==> src/rtl/sdii_pkg.sv <==
package sdii_pkg;

	localparam int MAX_WIDTH_DEF = 2048;

	localparam int FRAME_WIDTH_W  = 12;
	localparam int FRAME_HEIGHT_W = 16;
	localparam int CFG_DATA_W     = 16;
	localparam int CFG_INDEX_W    = 1;
	localparam int PIXEL_W        = 8;
	localparam int SQ_W           = 16;
	localparam int VALUE_W        = 32;

	localparam logic [CFG_INDEX_W-1:0] REG_FRAME_WIDTH  = 1'b0;
	localparam logic [CFG_INDEX_W-1:0] REG_FRAME_HEIGHT = 1'b1;

	localparam logic [FRAME_WIDTH_W-1:0]  FRAME_WIDTH_RST  = 12'd1920;
	localparam logic [FRAME_HEIGHT_W-1:0] FRAME_HEIGHT_RST = 16'd1080;

	typedef struct packed {
		logic [VALUE_W-1:0] row_sum;
		logic               first_row;
		logic               frame_last;
	} item_info_t;

endpackage

==> src/rtl/sdii_ctrl.sv <==
module sdii_ctrl
	import sdii_pkg::*;
#(
	parameter int MAX_WIDTH = MAX_WIDTH_DEF,
	parameter int COL_W     = $clog2(MAX_WIDTH)
) (
	input  logic                      clk,
	input  logic                      arst_n,
	input  logic                      cfg_we,
	input  logic [CFG_INDEX_W-1:0]    cfg_index,
	input  logic [CFG_DATA_W-1:0]     cfg_data,
	input  logic                      accept,
	input  logic [PIXEL_W-1:0]        cur_pixel,
	input  logic [PIXEL_W-1:0]        ref_pixel,
	output logic [COL_W-1:0]          col,
	output item_info_t                info
);

	localparam int EW = (COL_W + 1 > FRAME_WIDTH_W) ? COL_W + 1 : FRAME_WIDTH_W;

	logic [FRAME_WIDTH_W-1:0]  frame_width_q;
	logic [FRAME_HEIGHT_W-1:0] frame_height_q;
	logic [COL_W-1:0]          col_q;
	logic [FRAME_HEIGHT_W-1:0] row_q;
	logic [VALUE_W-1:0]        row_sum_q;

	logic [EW-1:0]             eff_w;
	logic [FRAME_HEIGHT_W-1:0] eff_h;
	logic [EW-1:0]             col_ext;
	logic                      row_end;
	logic                      frame_end;
	logic [PIXEL_W-1:0]        diff;
	logic [SQ_W-1:0]           sq;
	logic [VALUE_W-1:0]        sum_new;

	always_ff @(posedge clk or negedge arst_n) begin
		if (!arst_n) begin
			frame_width_q  <= FRAME_WIDTH_RST;
			frame_height_q <= FRAME_HEIGHT_RST;
		end else if (cfg_we) begin
			case (cfg_index)
				REG_FRAME_WIDTH:  frame_width_q  <= cfg_data[FRAME_WIDTH_W-1:0];
				REG_FRAME_HEIGHT: frame_height_q <= cfg_data[FRAME_HEIGHT_W-1:0];
				default: ;
			endcase
		end
	end

	always_comb begin
		if (frame_width_q == '0)
			eff_w = EW'(1);
		else if (EW'(frame_width_q) > EW'(MAX_WIDTH))
			eff_w = EW'(MAX_WIDTH);
		else
			eff_w = EW'(frame_width_q);
		eff_h = (frame_height_q == '0) ? FRAME_HEIGHT_W'(1) : frame_height_q;

		col_ext = EW'(col_q);
		if (col_ext >= eff_w)
			col = COL_W'(eff_w - EW'(1));
		else
			col = col_q;

		row_end   = (col_ext + EW'(1)) >= eff_w;
		frame_end = row_end &&
			(({1'b0, row_q} + (FRAME_HEIGHT_W+1)'(1)) >= {1'b0, eff_h});

		diff    = (cur_pixel >= ref_pixel) ? (cur_pixel - ref_pixel) : (ref_pixel - cur_pixel);
		sq      = SQ_W'(diff) * SQ_W'(diff);
		sum_new = row_sum_q + VALUE_W'(sq);

		info.row_sum    = sum_new;
		info.first_row  = (row_q == '0);
		info.frame_last = frame_end;
	end

	always_ff @(posedge clk or negedge arst_n) begin
		if (!arst_n) begin
			col_q     <= '0;
			row_q     <= '0;
			row_sum_q <= '0;
		end else if (accept) begin
			if (row_end) begin
				col_q     <= '0;
				row_sum_q <= '0;
				row_q     <= frame_end ? '0 : row_q + FRAME_HEIGHT_W'(1);
			end else begin
				col_q     <= col_q + COL_W'(1);
				row_sum_q <= sum_new;
			end
		end
	end

endmodule

==> config.mk <==
export PLATFORM = sky130hd
export DESIGN_NAME = sdii_ctrl
export DESIGN_NICKNAME = d
export VERILOG_FILES = /design/src/rtl/sdii_pkg.sv /design/src/rtl/sdii_ctrl.sv
export SDC_FILE = /design/constraint.sdc
export NUM_CORES = 1
export LEC_CHECK = 0
export ABC_AREA = 0
export ABC_CLOCK_PERIOD_IN_PS = 7200
export BUFFER_PORTS_ARGS = -buffer_cell sky130_fd_sc_hd__buf_2
export CORE_AREA = 2 2 135 137
export DETAILED_ROUTE_END_ITERATION = 7
export DIE_AREA = 0 0 137 139
export PLACE_DENSITY_LB_ADDON = 0.08
export SYNTH_ARGS = -nofsm -noshare
export SYNTH_HDL_FRONTEND = slang
export SYNTH_SLANG_ARGS = --single-unit
==> constraint.sdc <==
create_clock -name clk -period 7.2 [get_ports clk]
set_clock_uncertainty 0.1 [all_clocks]
set_input_delay 0.36 -clock clk [delete_from_list [all_inputs] [get_ports clk]]
set_output_delay 0.36 -clock clk [all_outputs]
set_load 0.01 [all_outputs]
==> metrics.cfg <==
[setup_path]
cpPeakStageDelay_ns = 0.53
worst-path-buf-inv = 9
critPathSlowestCell = fa_1
critPathArrivalTime_ns = 6.60
criticalPathCategory = primary input to output pin
crit_family = adder cells
cp-start-kind = primary input
critPathRequiredTime_ns = 6.74
crit_top_cell = fa_1
crit_path_end_kind = output pin
crit_fanout = 4

[clocking]
clkSlewWorstSetupHoldPaths_ns = 0.07
clk_path_buf_depth = 2
clkLatencyLatePin_ns = 0.36
cts-buffers-inserted = 9
h-tree-depth = 3
root_buffer = clkbuf_16
cts_sinks = 87
cts_tree = built

[finish]
nNetsFinal = 1296
drive_gt1_frac = 0.2440
diodes = 0
final_cells = 1352
syn2layout_area_growth_pct = 20.47

[route]
drcViolationCount = 0
drtIter0Drc = 299
ant_nets = 0
vias = 7231
dr.pass1.iters = 5
wl_um = 20700
wl_per_cell_um = 15.31
vias_per_cell = 5.348

[grt]
grt_pass1_wl_um = 34760
antenna_found_initial = 0
gr-total-overflow = 0
grt_pass1_vias = 6919
grt.total_usage = 0.2268
grt_max_degree = 51

[die]
die-area_um2 = 19040
fp.dieH_um = 139
io-pin-count = 82
core_area_um2 = 17660
start_util = 0.4881
fp.dieW_um = 137
num_rows = 49

[outcome]
outcome = finished clean

[job]
cap_violations = 0

[synth]
syn_inst = 977
ys.flop_type = dfrtp_1
synth_seq_area_share = 0.2538
syn-num-nets = 1155
synth-edff-count = 0
avgSynthCellArea_um2 = 8.821
synth_warnings = 0
synth_cell_types = 67
yosys_register_bits = 87
async_reset_ff_frac = 1.000
synth_area_um2 = 8618

[timing]
worst_slew_pin_slew_ns = 1.106
hold_viol_final = 0
fin_ws_ns = 0.1400
maxSlewHeadroom = 0.2603
finalSetupViolations = 0
fin_crit_ns = 7.060
fmax_ghz = 0.1416
grt_setup_unrepaired = yes
final_max_slew_viol_count = 0
fin_hold_ws_ns = 0.1328
layout_worst_path_cycle_share = 0.9806

[place]
portBuffers = 81
pre_cts_ws_ns = -0.1691
dp.cells = 1326
gp_congestion = 0.8434
dp.final_hpwl_um = 15910

[worst_hold_path]
hp-class = primary input to flip-flop

## cells by family (layout without fill, tap and decap cells)
kind of cell / Yosys count / count (layout) / share of synthesized area
buffers and inverters: 165 / 311 / 0.07288
flip-flops: 87 / 87 / 0.2538
multiplexers: 46 / 46 / 0.05865
adder cells (fa/ha/maj): 141 / 141 / 0.2404
XOR/XNOR: 60 / 60 / 0.06098
AO/OA/AOI/OAI: 198 / 198 / 0.1551
AND/OR/NAND/NOR: 280 / 280 / 0.1583
## area by class of cell
cell class              count  area, µm²
clock inverters             6      98.84
fillers                  1646       7274
clock buffers              10      239.0
flip-flops and latches     87       2187
well taps                 229      286.5
repair buffers            162       1047
inverters                 133      501.7
multi-input cells         725       6022
## synthesized netlist by cell type (10+ instances only)
master	count	area, µm²
nor3_1	25	125.1
nand2b_1	13	81.33
dfrtp_1	79	1977
nand2_1	74	277.8
o21ai_0	46	230.2
xnor2_1	44	385.4
nor2_1	57	214.0
ha_1	100	1251
and3_1	10	62.56
xor2_1	16	140.1
inv_1	131	491.7
a21oi_1	41	205.2
fa_1	41	820.8
a21o_1	21	157.7
nand3_1	47	235.2
o2bb2ai_1	11	96.34
mux2_2	36	405.4
mux2i_1	10	100.1
clkbuf_1	25	93.84
## repair_timing
action / in CTS / in global routing
buffers inserted: 1 / 9
hold buffers: 1 / 0
endpoints found under the hold margin: 35 / 0
pin swaps: 10 / 45
setup endpoints to repair: 16 / 22
cloned: 0 / 0
gates resized for setup: 9 / 47
## path summary, 6_finish.rpt
check | from | end | slack [ns] | cells after the start
max | cur_pixel[0] | info[24] | 0.14 | 29
min | cfg_data[12] | frame_height_q[12] | 0.13 | 2
max reg2reg | row_sum_q[6] | row_sum_q[27] | 2.44 | 17
min reg2reg | row_sum_q[11] | row_sum_q[11] | 0.40 | 1
max in group asynchronous | arst_n | row_sum_q[1] | 5.55 | 3
min in group asynchronous | arst_n | col_q[10] | 0.41 | 2
## cell usage in the layout (no fill, tap or decap), types with 13 or more instances in the layout
cell      count
dfrtp_1      79
mux2_2       36
a21oi_1      39
nand2_1      72
nand2b_1     13
o21ai_0      43
nor2_1       55
buf_2        79
ha_1         96
xnor2_1      42
nand3_1      46
a21o_1       21
inv_1       126
fa_1         37
nor3_1       20
buf_4        76
xor2_1       15
## through the flow
stage / setup TNS [ns] / cell area (µm²) / util
after floorplan: 0 / 8626 / -
after global placement: -0.4847 / 9729 / 0.5510
after detailed placement: -0.7544 / 9729 / 0.5510
after CTS: -0.006680 / 10110 / 0.5728
after global routing: -0.7154 / 10380 / 0.5880
final: 0 / 10380 / 0.5880
## sequential cells by signal, summed over array words and instances, names as in the netlist
| name | flops |
|---|---|
| col_q | 11 |
| frame_height_q | 16 |
| frame_width_q | 12 |
| row_q | 16 |
| row_sum_q | 32 |
## metal layers
| layer | vias to the layer above | routed length [µm] | track usage |
|---|---|---|---|
| met2 | 107 | 9673 | 0.3530 |
| met3 | 11 | 626 | 0.02266 |
| met5 | - | 0 | 0 |
| met4 | 0 | 187 | 0.05209 |
| met1 | 3455 | 10220 | 0.3396 |
| li1 | 3658 | - | - |
Power is not shown: default switching activity piles up to over one toggle a cycle in this logic, so the estimate is an artifact.
